[src/hw/rtl/assert_macros.svh]
`ifndef ASSERT_MACROS_SVH
`define ASSERT_MACROS_SVH

// Implication checked on every rising edge, held off while reset is active.
`define CHK_IMPLY(label, clk, rstn, ante, cons, msg) \
    label: assert property (@(posedge clk) disable iff (!rstn) (ante) |-> (cons)) \
        else $error(msg);

// Same, with the consequence checked in the cycle after the antecedent.
`define CHK_NEXT(label, clk, rstn, ante, cons, msg) \
    label: assert property (@(posedge clk) disable iff (!rstn) (ante) |=> (cons)) \
        else $error(msg);

`endif

[src/hw/rtl/gpf_pkg.sv]
`timescale 1ns / 1ps

package gpf_pkg;

    localparam int IN_WIDTH        = 20;
    localparam int STATUS_WIDTH    = 2;
    localparam int SMALL_WIDTH     = 19;
    localparam int LARGE_WIDTH     = 20;
    localparam int IN_TDATA_WIDTH  = 24;
    localparam int OUT_TDATA_WIDTH = 48;

    localparam logic [STATUS_WIDTH-1:0] ST_FOUND   = 2'd0;
    localparam logic [STATUS_WIDTH-1:0] ST_NONE    = 2'd1;
    localparam logic [STATUS_WIDTH-1:0] ST_INVALID = 2'd2;

    // remainder unit back to the sequencer
    typedef struct packed {
        logic done;
        logic zero;
    } rem_stat_t;

    // sequencer back to the top level
    typedef struct packed {
        logic idle;
        logic res_valid;
    } ctrl_stat_t;

endpackage

[src/hw/rtl/gpf_rem_unit.sv]
`timescale 1ns / 1ps

// Restoring remainder, one dividend bit per cycle.
module gpf_rem_unit #(
    parameter int VALUE_BITS = 20
) (
    input  logic                     clk,
    input  logic                     rst_n,
    input  logic                     start,
    input  logic [VALUE_BITS-1:0]    dividend,
    input  logic [VALUE_BITS-1:0]    divisor,
    output gpf_pkg::rem_stat_t       stat
);
    import gpf_pkg::*;

    localparam int CNT_W = $clog2(VALUE_BITS + 1);

    logic                  busy_reg, busy_next;
    logic                  done_reg, done_next;
    logic [CNT_W-1:0]      cnt_reg, cnt_next;
    logic [VALUE_BITS-1:0] quo_reg, quo_next;
    logic [VALUE_BITS:0]   rem_reg, rem_next;
    logic [VALUE_BITS-1:0] div_reg, div_next;
    logic [VALUE_BITS:0]   trial;
    logic [VALUE_BITS:0]   div_ext;

    always_comb
    begin
        busy_next = busy_reg;
        done_next = 1'b0;
        cnt_next  = cnt_reg;
        quo_next  = quo_reg;
        rem_next  = rem_reg;
        div_next  = div_reg;
        div_ext   = {1'b0, div_reg};
        trial     = {rem_reg[VALUE_BITS-1:0], quo_reg[VALUE_BITS-1]};
        if (start)
        begin
            busy_next = 1'b1;
            cnt_next  = CNT_W'(VALUE_BITS);
            quo_next  = dividend;
            rem_next  = '0;
            div_next  = divisor;
        end
        else if (busy_reg)
        begin
            quo_next = {quo_reg[VALUE_BITS-2:0], 1'b0};
            rem_next = (trial >= div_ext) ? (trial - div_ext) : trial;
            cnt_next = cnt_reg - CNT_W'(1);
            if (cnt_reg == CNT_W'(1))
            begin
                busy_next = 1'b0;
                done_next = 1'b1;
            end
        end
    end

    always_ff @(posedge clk or negedge rst_n)
    begin
        if (!rst_n)
        begin
            busy_reg <= 1'b0;
            done_reg <= 1'b0;
            cnt_reg  <= '0;
        end
        else
        begin
            busy_reg <= busy_next;
            done_reg <= done_next;
            cnt_reg  <= cnt_next;
        end
    end

    always_ff @(posedge clk)
    begin
        quo_reg <= quo_next;
        rem_reg <= rem_next;
        div_reg <= div_next;
    end

    assign stat.done = done_reg;
    assign stat.zero = (rem_reg == '0);

endmodule

[src/hw/rtl/gpf_ctrl.sv]
`timescale 1ns / 1ps

// Search sequencer: walks odd p upward and trial-divides p, then n-p.
module gpf_ctrl #(
    parameter int VALUE_BITS = 20
) (
    input  logic                                clk,
    input  logic                                rst_n,
    input  logic                                start,
    input  logic [VALUE_BITS-1:0]               n_in,
    input  logic                                take,
    output gpf_pkg::ctrl_stat_t                 stat,
    output logic [gpf_pkg::STATUS_WIDTH-1:0]    status,
    output logic [VALUE_BITS-1:0]               small_part,
    output logic [VALUE_BITS-1:0]               large_part
);
    import gpf_pkg::*;

    localparam logic [2:0] S_IDLE  = 3'd0;
    localparam logic [2:0] S_CHECK = 3'd1;
    localparam logic [2:0] S_WAIT  = 3'd2;
    localparam logic [2:0] S_NEXT  = 3'd3;
    localparam logic [2:0] S_DONE  = 3'd4;

    localparam logic [VALUE_BITS-1:0] MIN_N   = VALUE_BITS'(6);
    localparam logic [VALUE_BITS-1:0] FIRST_D = VALUE_BITS'(3);
    localparam logic [VALUE_BITS+1:0] FIRST_SQ = (VALUE_BITS + 2)'(9);

    logic [2:0]              state_reg, state_next;
    logic [VALUE_BITS-1:0]   n_reg, n_next;
    logic [VALUE_BITS-1:0]   p_reg, p_next;
    logic [VALUE_BITS-1:0]   cand_reg, cand_next;
    logic [VALUE_BITS-1:0]   d_reg, d_next;
    logic [VALUE_BITS+1:0]   sq_reg, sq_next;
    logic                    phase_reg, phase_next;
    logic [STATUS_WIDTH-1:0] status_reg, status_next;

    logic                    rem_start;
    rem_stat_t               rem_stat;
    logic                    sq_over;
    logic [VALUE_BITS:0]     p_plus;

    gpf_rem_unit #(
        .VALUE_BITS (VALUE_BITS)
    ) u_rem (
        .clk      (clk),
        .rst_n    (rst_n),
        .start    (rem_start),
        .dividend (cand_reg),
        .divisor  (d_reg),
        .stat     (rem_stat)
    );

    // d*d > candidate ends the trial division: candidate is prime
    assign sq_over   = sq_reg > {2'b00, cand_reg};
    assign rem_start = (state_reg == S_CHECK) && !sq_over;
    assign p_plus    = {1'b0, p_reg} + (VALUE_BITS + 1)'(2);

    always_comb
    begin
        state_next  = state_reg;
        n_next      = n_reg;
        p_next      = p_reg;
        cand_next   = cand_reg;
        d_next      = d_reg;
        sq_next     = sq_reg;
        phase_next  = phase_reg;
        status_next = status_reg;
        case (state_reg)
            S_IDLE:
            begin
                if (start)
                begin
                    n_next     = n_in;
                    p_next     = FIRST_D;
                    cand_next  = FIRST_D;
                    d_next     = FIRST_D;
                    sq_next    = FIRST_SQ;
                    phase_next = 1'b0;
                    if (n_in[0] || (n_in < MIN_N))
                    begin
                        status_next = ST_INVALID;
                        state_next  = S_DONE;
                    end
                    else
                    begin
                        state_next = S_CHECK;
                    end
                end
            end
            S_CHECK:
            begin
                if (sq_over)
                begin
                    if (!phase_reg)
                    begin
                        phase_next = 1'b1;
                        cand_next  = n_reg - p_reg;
                        d_next     = FIRST_D;
                        sq_next    = FIRST_SQ;
                    end
                    else
                    begin
                        status_next = ST_FOUND;
                        state_next  = S_DONE;
                    end
                end
                else
                begin
                    state_next = S_WAIT;
                end
            end
            S_WAIT:
            begin
                if (rem_stat.done)
                begin
                    if (rem_stat.zero)
                    begin
                        state_next = S_NEXT;
                    end
                    else
                    begin
                        // (d+2)^2 = d^2 + 4d + 4
                        sq_next    = sq_reg + {d_reg, 2'b00} + (VALUE_BITS + 2)'(4);
                        d_next     = d_reg + VALUE_BITS'(2);
                        state_next = S_CHECK;
                    end
                end
            end
            S_NEXT:
            begin
                d_next     = FIRST_D;
                sq_next    = FIRST_SQ;
                phase_next = 1'b0;
                if (p_plus > {2'b00, n_reg[VALUE_BITS-1:1]})
                begin
                    status_next = ST_NONE;
                    state_next  = S_DONE;
                end
                else
                begin
                    p_next     = p_plus[VALUE_BITS-1:0];
                    cand_next  = p_plus[VALUE_BITS-1:0];
                    state_next = S_CHECK;
                end
            end
            S_DONE:
            begin
                if (take)
                begin
                    state_next = S_IDLE;
                end
            end
            default:
            begin
                state_next = S_IDLE;
            end
        endcase
    end

    always_ff @(posedge clk or negedge rst_n)
    begin
        if (!rst_n)
        begin
            state_reg <= S_IDLE;
        end
        else
        begin
            state_reg <= state_next;
        end
    end

    always_ff @(posedge clk)
    begin
        n_reg      <= n_next;
        p_reg      <= p_next;
        cand_reg   <= cand_next;
        d_reg      <= d_next;
        sq_reg     <= sq_next;
        phase_reg  <= phase_next;
        status_reg <= status_next;
    end

    assign stat.idle      = (state_reg == S_IDLE);
    assign stat.res_valid = (state_reg == S_DONE);
    assign status         = status_reg;
    assign small_part     = (status_reg == ST_FOUND) ? p_reg : '0;
    assign large_part     = (status_reg == ST_FOUND) ? (n_reg - p_reg) : '0;

endmodule

[src/hw/rtl/goldbach_partition_finder_unit.sv]
`timescale 1ns / 1ps

// Goldbach partition finder.
// Input stream s_axis: one even number per transaction in tdata[19:0]; only the
// low VALUE_BITS bits are used. Output stream m_axis: one result per input,
// status in tdata[1:0] (found / none / invalid), smaller prime in tdata[20:2],
// larger prime in tdata[40:21]; both primes read zero unless a pair is found.
// Odd numbers and numbers below 6 come back as invalid without a search.
// Otherwise odd p walks upward from 3; p and then n-p are trial-divided by
// odd d while d*d <= candidate. Every trial division runs through one shared
// bit-serial remainder unit. One item is searched at a time; s_axis_tready
// is low for the whole search.
// The finished result sits in an output register, so a new number is taken
// while the receiver still stalls; the next result then waits in the
// sequencer until the register frees up.
// Reset (rst_n, asynchronous, active low) returns the sequencer to idle and
// drops m_axis_tvalid; the datapath registers are not cleared.
module goldbach_partition_finder_unit #(
    parameter int VALUE_BITS = 20
) (
    input  logic                                    clk,
    input  logic                                    rst_n,
    input  logic                                    s_axis_tvalid,
    output logic                                    s_axis_tready,
    // [19:0] even_number, [23:20] zero
    input  logic [gpf_pkg::IN_TDATA_WIDTH-1:0]      s_axis_tdata,
    output logic                                    m_axis_tvalid,
    input  logic                                    m_axis_tready,
    // [1:0] status, [20:2] smaller_prime, [40:21] larger_prime, [47:41] zero
    output logic [gpf_pkg::OUT_TDATA_WIDTH-1:0]     m_axis_tdata
);
    import gpf_pkg::*;

    `include "assert_macros.svh"

    localparam int PAD_WIDTH = OUT_TDATA_WIDTH - STATUS_WIDTH - SMALL_WIDTH - LARGE_WIDTH;

    ctrl_stat_t              ctrl_stat;
    logic                    start;
    logic                    take;
    logic [63:0]             n_ext;
    logic [VALUE_BITS-1:0]   n_in;
    logic [STATUS_WIDTH-1:0] ctrl_status;
    logic [VALUE_BITS-1:0]   ctrl_small;
    logic [VALUE_BITS-1:0]   ctrl_large;
    logic [63:0]             small_ext;
    logic [63:0]             large_ext;

    logic                    out_valid_reg, out_valid_next;
    logic [STATUS_WIDTH-1:0] out_status_reg;
    logic [SMALL_WIDTH-1:0]  out_small_reg;
    logic [LARGE_WIDTH-1:0]  out_large_reg;

    assign n_ext = 64'(s_axis_tdata[IN_WIDTH-1:0]);
    assign n_in  = n_ext[VALUE_BITS-1:0];

    assign s_axis_tready = ctrl_stat.idle;
    assign start         = s_axis_tvalid && s_axis_tready;
    assign take          = ctrl_stat.res_valid && (!out_valid_reg || m_axis_tready);

    gpf_ctrl #(
        .VALUE_BITS (VALUE_BITS)
    ) u_ctrl (
        .clk        (clk),
        .rst_n      (rst_n),
        .start      (start),
        .n_in       (n_in),
        .take       (take),
        .stat       (ctrl_stat),
        .status     (ctrl_status),
        .small_part (ctrl_small),
        .large_part (ctrl_large)
    );

    assign small_ext = 64'(ctrl_small);
    assign large_ext = 64'(ctrl_large);

    always_comb
    begin
        out_valid_next = out_valid_reg;
        if (take)
        begin
            out_valid_next = 1'b1;
        end
        else if (m_axis_tready)
        begin
            out_valid_next = 1'b0;
        end
    end

    always_ff @(posedge clk or negedge rst_n)
    begin
        if (!rst_n)
        begin
            out_valid_reg <= 1'b0;
        end
        else
        begin
            out_valid_reg <= out_valid_next;
        end
    end

    always_ff @(posedge clk)
    begin
        if (take)
        begin
            out_status_reg <= ctrl_status;
            out_small_reg  <= small_ext[SMALL_WIDTH-1:0];
            out_large_reg  <= large_ext[LARGE_WIDTH-1:0];
        end
    end

    assign m_axis_tvalid = out_valid_reg;
    assign m_axis_tdata  = {{PAD_WIDTH{1'b0}}, out_large_reg, out_small_reg, out_status_reg};

    `CHK_NEXT(a_busy_after_accept, clk, rst_n, start, !s_axis_tready,
        "input still accepted after a transaction started a search")
    `CHK_IMPLY(a_status_code, clk, rst_n, out_valid_reg,
        out_status_reg == ST_FOUND || out_status_reg == ST_NONE ||
        out_status_reg == ST_INVALID,
        "output holds an undefined status")
    `CHK_IMPLY(a_zero_unless_found, clk, rst_n,
        out_valid_reg && out_status_reg != ST_FOUND,
        out_small_reg == '0 && out_large_reg == '0,
        "primes not zero on a result without a pair")
    `CHK_NEXT(a_result_lands, clk, rst_n, take, out_valid_reg && !ctrl_stat.res_valid,
        "taken result not in the output register")

endmodule
[config.mk]
export PLATFORM = sky130hd
export DESIGN_NAME = goldbach_partition_finder_unit
export DESIGN_NICKNAME = d
export VERILOG_FILES = /design/src/hw/rtl/gpf_pkg.sv /design/src/hw/rtl/gpf_rem_unit.sv /design/src/hw/rtl/gpf_ctrl.sv /design/src/hw/rtl/goldbach_partition_finder_unit.sv
export VERILOG_INCLUDE_DIRS = /design/src /design/src/hw/rtl
export SDC_FILE = /design/constraint.sdc
export NUM_CORES = 1
export LEC_CHECK = 0
export BUFFER_PORTS_ARGS = -buffer_cell sky130_fd_sc_hd__buf_2
export CAP_MARGIN = 10
export CORE_MARGIN = 3
export CORE_UTILIZATION = 55
export CTS_CLUSTER_SIZE = 24
export DETAILED_ROUTE_END_ITERATION = 7
export HOLD_SLACK_MARGIN = 0.03
export PLACE_DENSITY = 0.73
export RECOVER_POWER = 50
export SKIP_LAST_GASP = 1
export SLEW_MARGIN = 10
export SYNTH_ARGS = -nofsm -noshare
export SYNTH_HDL_FRONTEND = slang
export SYNTH_SLANG_ARGS = --single-unit
[constraint.sdc]
create_clock -name clk -period 11 [get_ports clk]
set_input_delay 1.65 -clock clk [delete_from_list [all_inputs] [get_ports clk]]
set_output_delay 1.65 -clock clk [all_outputs]
set_load 0.05 [all_outputs]
==> metrics.md <==
| Metric | Value |
|---|---|
| Area Overhead vs Synth | 10.9% |
| Vias in the first global route | 8787 |
| CTS root buffer | clkbuf_16 |
| Post-synthesis mux area share | 3.41% |
| Final Net Count | 1408 |
| Final WL | 27800 um |
| Maxcap violations | 2 |
| CP startpoint kind | flop |
| Setup_tns | 0 ns |
| Lkg Pwr | 0.00585 uW |
| First-iteration detailed-routing DRC count | 709 |
| RSZ-0062 raised after global routing | no |
| Asr flop ratio synth | 5.19% |
| Worst min path class | reg -> reg |
| Final worst path period share | 37.6% |
| GRT met3 Usage | 3.75% |
| Post-CTS sizing | 0 |
| ANT cells | 0 |
| Vias | 9176 |
| Ports | 78 |
| Sequential share of the synthesized area | 47.8% |
| Syn_area_per_cell | 10.6 um2 |
| Final ANT Viol Nets | 0 |
| Critical path origin | u_ctrl.p_reg[3] |
| Max transition margin | -49.1% |
| Routing usage on met1 | 33.0% |
| Final Hold Viols | 0 |
| Critical-path cell list | and3_1 -> and4_1 -> nand2_1 -> xnor2_1 -> inv_1 -> ha_1 -> a21o_1 -> a21o_1 -> a21oi_1 -> o21ai_0 -> o21ai_0 -> o21ai_0 -> nand2_1 |
| Total grt overflow | 0 |
| CP max-delay cell | nand2_1 |
| Initial antenna violation count | 0 |
| DRC | 0 |
| Period minus WS final | 4.14 ns |
| Global-route usage over all layers | 22.4% |
| Crit path setup slack, layout | 6.86 ns |
| Routing usage on met2 | 34.7% |
| Largest family of logic cells by synthesized area | simple AND/OR/NAND/NOR gates |
| Synth top area share | 42.3% |
| # clock sinks | 212 |
| Yosys cell types | 67 |
| Core box area | 0.0227 mm2 |
| 1st-pass router iterations | 5 |
| First-pass GRT wire length | 45400 um |
| Peak VDD IR | 0.194 mV |
| Worst setup EP type | flop |
| Starting Density | 56.2% |
| Post-CTS Setup Inserts | 0 |
| Gr busiest metal | met2 |
| Clock skew | 0.0101 ns |
| WP buf/inv | 1 |
| Clock Pin Slew Worst Setup and Hold Paths | 0.06 ns |
| Worst r2r src | u_ctrl.p_reg[3] |
| Critical path start-end classification | reg -> reg |
| Post-synthesis xor/xnor area fraction | 5.21% |
| Synth area leaders | edfxtp_1, ha_1, nor2_1 |
| Clock buffer depth | 3 |
| Max reg flops | 21 |
| Worst-Margin Slew | 2.24 ns |
| CTS tree | done |
| Outcome | finished, violations left |
| Req. time, crit path | 11.05 ns |
| CP Max Fanout | 19 |
| Area leader, netlist | edfxtp_1 |
| Share of cells above drive strength 1 | 8.81% |
| Worst path most repeated cell | o21ai_0 |
| CTS Hold Buffers Added | 0 |
| Post-Synthesis Cells | 1200 |
| Peak Freq | 0.242 GHz |
| Largest net degree at the start of global routing | 51 |
| Post-synth top flop | edfxtp_1 |
| PwrDens | 351 mW/mm2 |
| Synth Cell Area | 0.0128 mm2 |
| Avg WL per Cell | 17.7 um |
| IO buf count | 66 |
| Delay-heaviest family, CP | simple AND/OR/NAND/NOR gates |
| Failing checks | max-capacitance violations, max-slew violations |
| Rows | 55 |
| Post-synthesis simple-gate area fraction | 14.5% |
| Die Ht | 158 um |
| CTS buffer count | 24 |
| Final setup viols | 0 |
| DP Worst Slack | 6.94 ns |
| Post-Synth Adder-Cell Area | 11.4% |
| Most frequent cell after synthesis | edfxtp_1 |
| #FFs+latches synth | 212 |
| CP arrival | 4.19 ns |
| Routability Congestion | 0.873 |
| Via/cell ratio | 5.85 |
| Hold path start | u_ctrl.status[0] |
| H-tree depth | 1 |
| Compound-gate portion of the synthesized area | 12.9% |
| Commonest cells in the netlist | edfxtp_1, nor2_1, ha_1, inv_1, a21oi_1 |
| Die Width | 158 um |
| Peak per-stage delay on the critical path | 0.66 ns |
| Number of synthesized flops with an enable pin | 180 |
| Die Area | 0.0251 mm2 |
| HPWL after DPL | 20100 um |
| Worst-Skew Late Latency | 0.52 ns |
| Yosys warns | 0 |
| Fin. max-slew vios | 82 |
==> area by class of cell <==
class / count / area (um2)
Multi-Input combinational cell: 844 / 6100
Tap cell: 285 / 357
Timing Repair Buffer: 72 / 327
Sequential cell: 212 / 6100
Fill cell: 1838 / 8550
Inverter: 111 / 417
Clock buffer: 34 / 659
Clock inverter: 10 / 200
==> where the power goes <==
part / internal, uW / total [uW] / switching, uW
clock network: 557 / 880 / 323
registers: 1350 / 1600 / 252
logic: 965 / 2490 / 1530
total: 2870 / 4970 / 2100
==> per-layer routing <==
metal | up-vias | part of all wire [%] | wire length (um)
met5 | - | 0 | 0
met4 | 0 | 2.4 | 679
met3 | 48 | 5.4 | 1490
met2 | 220 | 45 | 12500
met1 | 4406 | 47 | 13100
li1 | 4502 | - | -
==> final timing paths <==
check | end | slack [ns] | cells after the start
max in group asynchronous | u_ctrl.state_reg[2] | 9.53 | 1
worst max-delay path | u_ctrl.p_reg[5] | 6.86 | 13
worst min-delay path | out_status_reg[0] | 0.47 | 0
worst min register to register | out_status_reg[0] | 0.47 | 0
worst max register to register | u_ctrl.p_reg[5] | 6.86 | 13
min in group asynchronous | u_ctrl.u_rem.cnt_reg[1] | 1.10 | 1
==> worst reg2reg max path, stage by stage (launching register included) <==
cell and delay (ns):
edfxtp_1 0.43, and3_1 0.27, and4_1 0.40, nand2_1 0.11, xnor2_1 0.24, inv_1 0.08, ha_1 0.31, a21o_1 0.12
a21o_1 0.11, a21oi_1 0.06, o21ai_0 0.28, o21ai_0 0.18, o21ai_0 0.40, nand2_1 0.66
==> metrics by stage <==
stage / hold slack [ns] / total power [uW] / std cells / area [um2] / utilization (%)
after floorplan: 0.435 / 3510 / 1206 / 12800 / -
after global placement: 0.447 / 4010 / 1524 / 13300 / 58.8
after detailed placement: 0.453 / 4080 / 1524 / 13300 / 58.8
after CTS: 0.467 / 4990 / 1568 / 14200 / 62.6
after global routing: 0.479 / 5370 / 1568 / 14200 / 62.3
final: 0.468 / 4970 / 1568 / 14200 / 62.3
==> kinds of logic after synthesis <==
kind of cell	count (synthesis)
simple gates	372
compound gates	233
flops	212
buf+inv	150
fa+ha+maj	115
xor+xnor	76
mux	41
other cells	1
==> cell usage in the layout, fill, tap and decap left out, types with 7 or more instances in the layout <==
master	n
xnor2_1	46
nand3_1	33
clkbuf_1	46
dfxtp_1	21
nor3_1	25
a21oi_1	54
dfrtp_1	11
or2_2	9
nand2_1	50
o21ai_0	21
and2_1	11
xor2_1	30
and4_1	8
nor4_1	9
nand4_1	22
o21a_1	16
o31ai_1	10
mux2_2	20
o22ai_1	11
buf_2	30
o21bai_1	15
nand2b_1	12
edfxtp_1	180
a211oi_1	26
clkbuf_16	25
o211ai_1	10
inv_1	110
a21o_1	28
or3_1	7
ha_1	112
and2_0	7
nor2_1	132
nor2b_1	13
mux2i_1	21
and3_1	15
conb_1	7
Power figures use the tool's default switching activity.
